File: src/sha256_pkg.sv
`timescale 1ns / 1ps
// ----------------------------------------------------------------------------
// sha-256 package
// round constants, initial chaining values, padding constants and the stream action code
// ----------------------------------------------------------------------------
package sha256_pkg;

  localparam int unsigned WordW = 32;
  localparam int unsigned Rounds = 64;
  localparam int unsigned BlockBytes = 64;
  localparam int unsigned PadLenOffset = 56;
  localparam logic [7:0] PadByte = 8'h80;

  typedef enum logic {
    ACT_ABSORB = 1'b0,
    ACT_FINISH = 1'b1
  } action_e;

  typedef logic [WordW-1:0] word_t;

  function automatic word_t round_const(input logic [5:0] idx);
    word_t k;
    case (idx)
      6'd0: k = 32'h428a2f98;  6'd1: k = 32'h71374491;  6'd2: k = 32'hb5c0fbcf;
      6'd3: k = 32'he9b5dba5;  6'd4: k = 32'h3956c25b;  6'd5: k = 32'h59f111f1;
      6'd6: k = 32'h923f82a4;  6'd7: k = 32'hab1c5ed5;  6'd8: k = 32'hd807aa98;
      6'd9: k = 32'h12835b01;  6'd10: k = 32'h243185be; 6'd11: k = 32'h550c7dc3;
      6'd12: k = 32'h72be5d74; 6'd13: k = 32'h80deb1fe; 6'd14: k = 32'h9bdc06a7;
      6'd15: k = 32'hc19bf174; 6'd16: k = 32'he49b69c1; 6'd17: k = 32'hefbe4786;
      6'd18: k = 32'h0fc19dc6; 6'd19: k = 32'h240ca1cc; 6'd20: k = 32'h2de92c6f;
      6'd21: k = 32'h4a7484aa; 6'd22: k = 32'h5cb0a9dc; 6'd23: k = 32'h76f988da;
      6'd24: k = 32'h983e5152; 6'd25: k = 32'ha831c66d; 6'd26: k = 32'hb00327c8;
      6'd27: k = 32'hbf597fc7; 6'd28: k = 32'hc6e00bf3; 6'd29: k = 32'hd5a79147;
      6'd30: k = 32'h06ca6351; 6'd31: k = 32'h14292967; 6'd32: k = 32'h27b70a85;
      6'd33: k = 32'h2e1b2138; 6'd34: k = 32'h4d2c6dfc; 6'd35: k = 32'h53380d13;
      6'd36: k = 32'h650a7354; 6'd37: k = 32'h766a0abb; 6'd38: k = 32'h81c2c92e;
      6'd39: k = 32'h92722c85; 6'd40: k = 32'ha2bfe8a1; 6'd41: k = 32'ha81a664b;
      6'd42: k = 32'hc24b8b70; 6'd43: k = 32'hc76c51a3; 6'd44: k = 32'hd192e819;
      6'd45: k = 32'hd6990624; 6'd46: k = 32'hf40e3585; 6'd47: k = 32'h106aa070;
      6'd48: k = 32'h19a4c116; 6'd49: k = 32'h1e376c08; 6'd50: k = 32'h2748774c;
      6'd51: k = 32'h34b0bcb5; 6'd52: k = 32'h391c0cb3; 6'd53: k = 32'h4ed8aa4a;
      6'd54: k = 32'h5b9cca4f; 6'd55: k = 32'h682e6ff3; 6'd56: k = 32'h748f82ee;
      6'd57: k = 32'h78a5636f; 6'd58: k = 32'h84c87814; 6'd59: k = 32'h8cc70208;
      6'd60: k = 32'h90befffa; 6'd61: k = 32'ha4506ceb; 6'd62: k = 32'hbef9a3f7;
      6'd63: k = 32'hc67178f2;
      default: k = '0;
    endcase
    return k;
  endfunction

  function automatic word_t init_chain(input logic [2:0] idx);
    word_t h;
    case (idx)
      3'd0: h = 32'h6a09e667; 3'd1: h = 32'hbb67ae85;
      3'd2: h = 32'h3c6ef372; 3'd3: h = 32'ha54ff53a;
      3'd4: h = 32'h510e527f; 3'd5: h = 32'h9b05688c;
      3'd6: h = 32'h1f83d9ab; 3'd7: h = 32'h5be0cd19;
      default: h = '0;
    endcase
    return h;
  endfunction

endpackage

File: src/sha256_core.sv
`timescale 1ns / 1ps
// ----------------------------------------------------------------------------
// sha-256 compression core
// one round per cycle; message schedule in a 16-word sliding window
// ----------------------------------------------------------------------------
module sha256_core import sha256_pkg::*; (
  input  logic        clk_i,
  input  logic        rst_ni,
  input  logic        start_i,
  input  logic [511:0] block_i,
  input  word_t       chain_i [8],
  output logic        done_o,
  output word_t       chain_o [8]
);

  word_t       w_q [16];
  word_t       v_q [8];
  logic [5:0]  rnd_q;
  logic        busy_q;
  logic        fold_q;

  function automatic word_t rotr(input word_t x, input int unsigned n);
    return (x >> n) | (x << (WordW - n));
  endfunction

  word_t s0, s1, w_new, big0, big1, ch, maj, t1, t2;

  always_comb begin
    s0 = rotr(w_q[1], 7) ^ rotr(w_q[1], 18) ^ (w_q[1] >> 3);
    s1 = rotr(w_q[14], 17) ^ rotr(w_q[14], 19) ^ (w_q[14] >> 10);
    w_new = w_q[0] + s0 + w_q[9] + s1;
    big1 = rotr(v_q[4], 6) ^ rotr(v_q[4], 11) ^ rotr(v_q[4], 25);
    ch = (v_q[4] & v_q[5]) ^ (~v_q[4] & v_q[6]);
    t1 = v_q[7] + big1 + ch + round_const(rnd_q) + w_q[0];
    big0 = rotr(v_q[0], 2) ^ rotr(v_q[0], 13) ^ rotr(v_q[0], 22);
    maj = (v_q[0] & v_q[1]) ^ (v_q[0] & v_q[2]) ^ (v_q[1] & v_q[2]);
    t2 = big0 + maj;
  end

  always_ff @(posedge clk_i or negedge rst_ni) begin
    if (!rst_ni) begin
      busy_q <= 1'b0;
      fold_q <= 1'b0;
      rnd_q  <= '0;
    end else begin
      fold_q <= 1'b0;
      if (start_i && !busy_q) begin
        busy_q <= 1'b1;
        rnd_q  <= '0;
      end else if (busy_q) begin
        rnd_q <= rnd_q + 6'd1;
        if (rnd_q == 6'(Rounds - 1)) begin
          busy_q <= 1'b0;
          fold_q <= 1'b1;
        end
      end
    end
  end

  always_ff @(posedge clk_i) begin
    if (start_i && !busy_q) begin
      for (int i = 0; i < 16; i++) w_q[i] <= block_i[511 - 32*i -: 32];
      for (int i = 0; i < 8; i++) v_q[i] <= chain_i[i];
    end else if (busy_q) begin
      for (int i = 0; i < 15; i++) w_q[i] <= w_q[i+1];
      w_q[15] <= w_new;
      v_q[7] <= v_q[6]; v_q[6] <= v_q[5]; v_q[5] <= v_q[4];
      v_q[4] <= v_q[3] + t1;
      v_q[3] <= v_q[2]; v_q[2] <= v_q[1]; v_q[1] <= v_q[0];
      v_q[0] <= t1 + t2;
    end
  end

  assign done_o = fold_q;
  always_comb begin
    for (int i = 0; i < 8; i++) chain_o[i] = chain_i[i] + v_q[i];
  end

`ifndef SYNTHESIS
  a_no_start_busy: assert property (@(posedge clk_i) disable iff (!rst_ni)
    busy_q |=> (busy_q || fold_q)) else $error("core dropped out mid block");
  a_done_once: assert property (@(posedge clk_i) disable iff (!rst_ni)
    fold_q |=> !fold_q) else $error("done held two cycles");
  a_done_after_last: assert property (@(posedge clk_i) disable iff (!rst_ni)
    fold_q |-> $past(busy_q)) else $error("done without a block");
`endif

endmodule

File: src/sha256_stream_hasher.sv
`timescale 1ns / 1ps
// ----------------------------------------------------------------------------
// sha-256 stream hasher
// byte-wide absorb and finish; digest out as four 64-bit parts
// ----------------------------------------------------------------------------
// channel | dir | tdata                    | tuser      | tlast
// s_axis  | in  | data_byte[7:0]           | action     | -
// m_axis  | out | digest_part[63:0]        | part_index | last_part
// an absorb transfer that fills a block starts a compression (64 rounds)
// a finish transfer pads one byte a cycle, pausing while a full block compresses, and runs one or two compressions
// the four digest parts follow, each held until taken
// s_axis_tready is low while padding, compressing or emitting
// ----------------------------------------------------------------------------
module sha256_stream_hasher import sha256_pkg::*; (
  input  logic        clk_i,
  input  logic        rst_ni,
  input  logic        s_axis_tvalid,
  output logic        s_axis_tready,
  input  logic [7:0]  s_axis_tdata,   // data_byte
  input  logic        s_axis_tuser,   // action
  output logic        m_axis_tvalid,
  input  logic        m_axis_tready,
  output logic [63:0] m_axis_tdata,   // digest_part
  output logic [1:0]  m_axis_tuser,   // part_index
  output logic        m_axis_tlast    // last_part
);

  typedef enum logic [2:0] {
    ST_IDLE, ST_COMP, ST_PAD, ST_LEN, ST_EMIT
  } state_e;

  state_e      state_q;
  logic [511:0] blk_q;
  logic [5:0]  fill_q;
  logic [63:0] msg_q;
  logic [63:0] bits_q;
  logic        fin_q;
  logic [1:0]  part_q;
  word_t       chain_q [8];
  word_t       chain_new [8];
  logic        core_start, core_done;
  logic [511:0] block_flat;
  logic        push;
  logic [7:0]  push_byte;

  // byte 0 of the block sits in the top bits; the byte pushed now closes it
  assign block_flat = {blk_q[503:0], push_byte};

  sha256_core u_core (
    .clk_i, .rst_ni,
    .start_i(core_start), .block_i(block_flat), .chain_i(chain_q),
    .done_o(core_done), .chain_o(chain_new)
  );

  assign s_axis_tready = (state_q == ST_IDLE);
  wire in_xfer = s_axis_tvalid && s_axis_tready;

  always_comb begin
    push = 1'b0;
    push_byte = 8'h00;
    case (state_q)
      ST_IDLE: begin
        if (in_xfer) begin
          push = 1'b1;
          push_byte = (s_axis_tuser == ACT_FINISH) ? PadByte : s_axis_tdata;
        end
      end
      ST_PAD: push = 1'b1;
      ST_LEN: begin
        push = 1'b1;
        push_byte = bits_q[63:56];
      end
      default: push = 1'b0;
    endcase
  end

  assign core_start = push && (fill_q == 6'(BlockBytes - 1));

  always_ff @(posedge clk_i) begin
    if (push) blk_q <= {blk_q[503:0], push_byte};
  end

  always_ff @(posedge clk_i or negedge rst_ni) begin
    if (!rst_ni) begin
      state_q <= ST_IDLE;
      fill_q  <= '0;
      msg_q   <= '0;
      bits_q  <= '0;
      fin_q   <= 1'b0;
      part_q  <= '0;
      for (int i = 0; i < 8; i++) chain_q[i] <= init_chain(3'(i));
    end else begin
      if (push) fill_q <= fill_q + 6'd1;
      if (state_q == ST_LEN && push) bits_q <= {bits_q[55:0], 8'h00};
      case (state_q)
        ST_IDLE: begin
          if (in_xfer) begin
            if (s_axis_tuser == ACT_FINISH) begin
              fin_q  <= 1'b1;
              bits_q <= {msg_q[60:0], 3'b000};
            end else begin
              msg_q <= msg_q + 64'd1;
            end
            if (core_start) state_q <= ST_COMP;
            else if (s_axis_tuser == ACT_FINISH) begin
              state_q <= (fill_q + 6'd1 == 6'(PadLenOffset)) ? ST_LEN : ST_PAD;
            end
          end
        end
        ST_PAD: begin
          if (core_start) state_q <= ST_COMP;
          else if (fill_q + 6'd1 == 6'(PadLenOffset)) state_q <= ST_LEN;
        end
        ST_LEN: begin
          if (core_start) state_q <= ST_COMP;
        end
        ST_COMP: begin
          if (core_done) begin
            for (int i = 0; i < 8; i++) chain_q[i] <= chain_new[i];
            // length bytes all shifted out means the closing block is done
            if (!fin_q) state_q <= ST_IDLE;
            else if (bits_q == '0) state_q <= ST_EMIT;
            else state_q <= ST_PAD;
          end
        end
        ST_EMIT: begin
          if (m_axis_tready) begin
            part_q <= part_q + 2'd1;
            if (part_q == 2'd3) begin
              state_q <= ST_IDLE;
              fin_q   <= 1'b0;
              msg_q   <= '0;
              fill_q  <= '0;
              for (int i = 0; i < 8; i++) chain_q[i] <= init_chain(3'(i));
            end
          end
        end
        default: state_q <= ST_IDLE;
      endcase
    end
  end

  assign m_axis_tvalid = (state_q == ST_EMIT);
  assign m_axis_tdata  = {chain_q[{part_q, 1'b0}], chain_q[{part_q, 1'b1}]};
  assign m_axis_tuser  = part_q;
  assign m_axis_tlast  = (part_q == 2'd3);

`ifndef SYNTHESIS
  a_emit_order: assert property (@(posedge clk_i) disable iff (!rst_ni)
    (m_axis_tvalid && m_axis_tready && !m_axis_tlast) |=> m_axis_tvalid)
    else $error("digest parts broken up");
  a_idle_part: assert property (@(posedge clk_i) disable iff (!rst_ni)
    (state_q == ST_IDLE) |-> (part_q == 2'd0)) else $error("part count not cleared");
  a_emit_fill: assert property (@(posedge clk_i) disable iff (!rst_ni)
    (state_q == ST_EMIT) |-> (fill_q == '0)) else $error("emit with buffered bytes");
`endif

endmodule

File: config.mk
export PLATFORM = sky130hd
export DESIGN_NAME = sha256_stream_hasher
export DESIGN_NICKNAME = d
export VERILOG_FILES = /design/src/sha256_pkg.sv /design/src/sha256_core.sv /design/src/sha256_stream_hasher.sv
export SDC_FILE = /design/constraint.sdc
export NUM_CORES = 2
export LEC_CHECK = 0
export BUFFER_PORTS_ARGS = -buffer_cell sky130_fd_sc_hd__buf_2
export CAP_MARGIN = 5
export CORE_MARGIN = 5
export CORE_UTILIZATION = 58
export DETAILED_ROUTE_END_ITERATION = 10
export GPL_ROUTABILITY_DRIVEN = 1
export PLACE_DENSITY_LB_ADDON = 0.3
export SLEW_MARGIN = 20
export SYNTH_ARGS = -nofsm -noshare
export SYNTH_HDL_FRONTEND = slang
export SYNTH_SLANG_ARGS = --single-unit
export TNS_END_PERCENT = 30
File: constraint.sdc
create_clock -name clk_i -period 33.1 [get_ports clk_i]
set_input_delay 4.965 -clock clk_i [delete_from_list [all_inputs] [get_ports clk_i]]
set_output_delay 4.965 -clock clk_i [all_outputs]
set_load 0.05 [all_outputs]
# Yosys cells after proc, flatten, opt, wreduce, memory -nomap -nowiden
# Memories as Yosys holds them, arrays and structs flattened.
# Cells that the tools add are included.
dict set report classes {
  n_addsub 22
  order_cmp 2
  eq_ne 17
  mux 83
  n_bitwise 53
  reduce_logical 16
}
# cell n
set op_table {}
lappend op_table {{32-bit 2-to-1 mux} 28}
lappend op_table {{256-bit 2-to-1 mux} 3}
lappend op_table {{32-bit adder} 18}
lappend op_table {{64-bit 2-to-1 mux} 8}
lappend op_table {{256-bit case mux with 2 select lines} 1}
lappend op_table {{32-bit bitwise XOR} 9}
lappend op_table {{32-bit binary-select mux with 3-bit select} 2}
lappend op_table {{32-bit AND} 5}
lappend op_table {{64-bit case mux with 2 select lines} 1}
lappend op_table {{64-bit by 1-bit adder with 64-bit output (second input constant)} 1}
lappend op_table {{64-bit zero test} 1}
lappend op_table {{6-bit 2-to-1 mux} 6}
lappend op_table {{3-bit 2-to-1 mux} 11}
lappend op_table {{32-bit NOT} 1}
lappend op_table {{10-bit by 32-bit bitwise OR with 32-bit output} 1}
lappend op_table {{13-bit by 32-bit bitwise OR with 32-bit output} 1}
lappend op_table {{14-bit by 32-bit bitwise OR with 32-bit output} 1}
lappend op_table {{15-bit by 32-bit bitwise OR with 32-bit output} 1}
lappend op_table {{19-bit by 32-bit bitwise OR with 32-bit output} 1}
lappend op_table {{21-bit by 32-bit bitwise OR with 32-bit output} 1}
lappend op_table {{25-bit by 32-bit bitwise OR with 32-bit output} 1}
lappend op_table {{26-bit by 32-bit bitwise OR with 32-bit output} 1}
lappend op_table {{30-bit by 32-bit bitwise OR with 32-bit output} 1}
lappend op_table {{7-bit by 32-bit bitwise OR with 32-bit output} 1}
lappend op_table {{other kinds (30)} 88}
dict set report totals {
  regBits 908
  mem_bits_rw 768
  mem_bits_ro 2048
  inputBits 13
  output_inout_bits 69
  wordCells 214
  mem_count 3
}
# memory depth word_bits rd rd_ports_with_merged_regs write_ports line_no
set memory_table {}
lappend memory_table {{(no name shown)} 64 32 1 0 0 sha256_pkg.sv:23} ;# case (idx)
lappend memory_table {u_core.w_q 16 32 16 0 16 sha256_core.sv:16} ;# word_t w_q [16];
lappend memory_table {u_core.v_q 8 32 8 0 8 sha256_core.sv:17} ;# word_t v_q [8];

# Longest topological paths before layout
dict set report logic_depth {
  word_depth 9
  mapped_depth 41
  depth_no_buf 40
}

# Cells and area by module
# Synthesis repeated with hierarchy kept, for this count alone.
dict set report hier_totals {
  cells_unflattened 8132
  hier_area_um2 93294.5
}
# module instances cells_each area_per_inst_um2 seq_area_each_um2
set modules_own_cells {}
lappend modules_own_cells {sha256_core 1 5627 59564.6 23262.3}
lappend modules_own_cells {sha256_stream_hasher 1 2505 33729.8 25139.1}

# Least setup slack after synthesis
# OpenSTA, ideal clock, no wires.
dict set report synth_timing {
  path_type {input to register}
  start {input port s_axis_tvalid}
  end {memory u_core.v_q[0][0] in the netlist's numbering, enable pin}
  setup_ps 1106
  arrival_time_ps 36244
  t_required_ps 31994
  setup_slack_ps -4250
  cell_stages 5
  n_path_buf 0
  path_cell_list {a21oi_1 -> nor2_2 -> nand4_1 -> and2_1 -> inv_1}
}
# element line_no
set synth_lines {}
lappend synth_lines {{from (decl)} sha256_stream_hasher.sv:17} ;# input logic s_axis_tvalid,
lappend synth_lines {{to (decl)} sha256_core.sv:17}

==> qor.txt <==
outcome: finished clean
synth top area cells: edfxtp_1 (41%), dfrtp_1 (7.1%), mux2_2 (6.9%)
Yosys top cell by area: edfxtp_1
met2 usage: 0.4821
DP HPWL: 191.9 mm
final instance area: 0.1011 sq mm
Synth Area in Simple Gates: 0.09680
CTS Buffer Depth: 3
GPL Wtd Cong: 0.9534
post-synthesis compound-gate area fraction: 0.1106
Synth top cells by count: edfxtp_1 (1272), nand2_1 (1009), mux2_2 (571)
root buf cell: clkbuf_16
Max FO, Critical Path: 20
initial antenna violation count: 8
GRT busiest layer: met2
Adder-Cell Fraction of Synth Area: 0.09539
Clock Skews: 0.06605 ns
RSZ-0062 raised after global routing: false
DRT Pass-1 Iters: 6
Starting Density: 0.5852
CTS buffer count: 172
final antenna-violating net count: 0
Worst Hold Class: flop to flop
Req. time, crit path: 33.65 ns
worst-skew pair later-pin latency: 0.83 ns
CP Class: flop to flop
CP endpoint kind: flop
post-synthesis xor/xnor area fraction: 0.05798
post-cts resize count: 0
WL per Instance: 26.46 um
CP top delay family: adder cells
final slew viol count: 0
syn_nets: 8502
area growth from synthesis to layout: 8.869%
top cell type's share of synthesized area: 0.4112
Startpoint Class: flop
flops & latches, synth: 1673
die width: 410.2 um
Total GRT Usage: 0.3139
Vias per Instance: 6.398
Global Route met1 Usage: 0.4475
Setup TNS: 0 ns
actual slew at the worst max-slew pin: 1.126 ns
htree depth: 4
hold_buf cts: 0
Synth Cell Area: 0.09290 sq mm
total global routing overflow: 0
I/O Buffers: 81
Post-synth ARST share: 0.2397
Final Hold Viols: 0
post-synthesis mux area share: 0.09085
Inserted Diodes: 0
Vert. Die Dim: 410.2 um
fraction of layout cells with a size suffix above 1: 0.1555
met3 usage: 0.05626
Top FF cell, synth: edfxtp_1
DRT Wirelength: 267.9 mm
Slew HR: 0.2441
number of nets in the layout: 8505
first-pass GRT wire length: 400.0 mm
post-synthesis sequential area ratio: 0.5210
# rows: 146
Tcrit/Tclk final: 0.3139
via count: 64.76k
Core Box Area: 0.1587 sq mm
worst path arrival time: 10.94 ns
CP max-delay cell: ha_1
die area: 0.1683 sq mm
TritonCTS Sinks: 1673
Post-Syn Instances: 7901
Highest Clock Rate: 96.25 MHz
top-level port count: 82
Post-synth EDFFs: 1272
placed cell area: 0.09540 sq mm
max cap viols: 0
Starting DRT DRC Count: 7406
main combinational cell family by area after synthesis: compound AO/OA/AOI/OAI gates
Setup Viol. Count Final: 0
min Tclk post-route: 10.39 ns
Netlist cell types: 100
yosys warns: 0
top-count cell post-synth: edfxtp_1
Clock Pin Slew Worst Setup and Hold Paths: 0.06 ns
Worst Path Buf+Inv: 6
Setup Fix Bufs, Post-CTS: 0
drt drc: 0
largest net degree at the start of global routing: 197
Post-Syn Area per Cell: 11.76 sq um
max incr delay on CP: 0.77 ns
vias in the first global route: 63.31k
CTS tree: yes
-- flip-flops by register name, summed over array words and instances, names as in the netlist --
register	flops
u_core.w_q	512
blk_q	504
chain_q	256
u_core.v_q	256
bits_q	64
msg_q	61
fill_q	6
u_core.rnd_q	6
state_q	3
m_axis_tuser	2
fin_q	1
u_core.busy_q	1
u_core.done_o	1
-- layout make-up --
cell class                 instances  area [sq um]
fill                           11883         57610
clock inverter                    93          1052
timing repair buffer             154          1055
sequential                      1673         48420
multi-input combinational       5555         42030
inverter                         348          1310
clock buffer                     227          4674
tap                             2072          2592
-- layer usage --
layer / wire [um] / vias to the layer above
met3: 24430 / 562
li1: - / 28726
met1: 110200 / 32384
met5: 13 / -
met2: 120900 / 3083
met4: 12350 / 2
-- kinds of logic after synthesis --
logic type,Yosys count
simple gates,2055
flops,1673
compound gates,1615
mux,678
buf+inv,673
xor+xnor,615
fa+ha+maj,592
-- placed cells by master, fill, tap and decap left out, drive strengths merged, types with 32 or more instances in the layout --
cell,instances
nand2,1009
a31oi,110
dfstp,136
inv,351
edfxtp,1272
mux2i,32
xnor2,358
nor4,33
and3,50
o21a,55
a21oi,452
mux4,75
clkbuf,227
clkinv,72
ha,393
mux2,571
o21ai,389
o21bai,44
nand4,35
nor2b,41
a211oi,50
a21o,186
nor3,92
nor2,508
buf,154
dfrtp,265
xor2,257
fa,195
or3,48
nand3,95
o31ai,39
nand2b,57
-- final timing paths --
check / startpoint / end / slack, ns / cells after the start
worst max-delay path: u_core.rnd_q[0]$_DFFE_PN0P_ / u_core.v_q[0][29]$_DFFE_PP_ / 22.71 / 38
worst min-delay path: blk_q[360]$_DFFE_PP_ / blk_q[368]$_DFFE_PP_ / 0.39 / 0
worst max register to register: u_core.rnd_q[0]$_DFFE_PN0P_ / u_core.v_q[0][29]$_DFFE_PP_ / 22.71 / 38
worst min register to register: blk_q[360]$_DFFE_PP_ / blk_q[368]$_DFFE_PP_ / 0.39 / 0
max in group asynchronous: rst_ni / chain_q[50]$_DFFE_PN0P_ / 25.82 / 4
min in group asynchronous: rst_ni / msg_q[28]$_DFFE_PN0P_ / 4.21 / 1
-- stage by stage --
step / cells / hold slack, ns / utilization / setup slack, ns
6_report: 10122 / 0.3940 / 0.6371 / 22.71
2_1_floorplan: 7901 / 0.4208 / - / 3.467
3_3_place_gp: 9802 / 0.4226 / 0.6010 / 22.16
5_1_grt: 10122 / 0.4150 / 0.6371 / 22.13
3_5_place_dp: 9802 / 0.4303 / 0.6010 / 22.04
4_1_cts: 10122 / 0.3980 / 0.6371 / 22.88
Power is left out: the tool's default activity adds up to more than one toggle a clock period on the data nets, which glitch-free logic cannot reach.
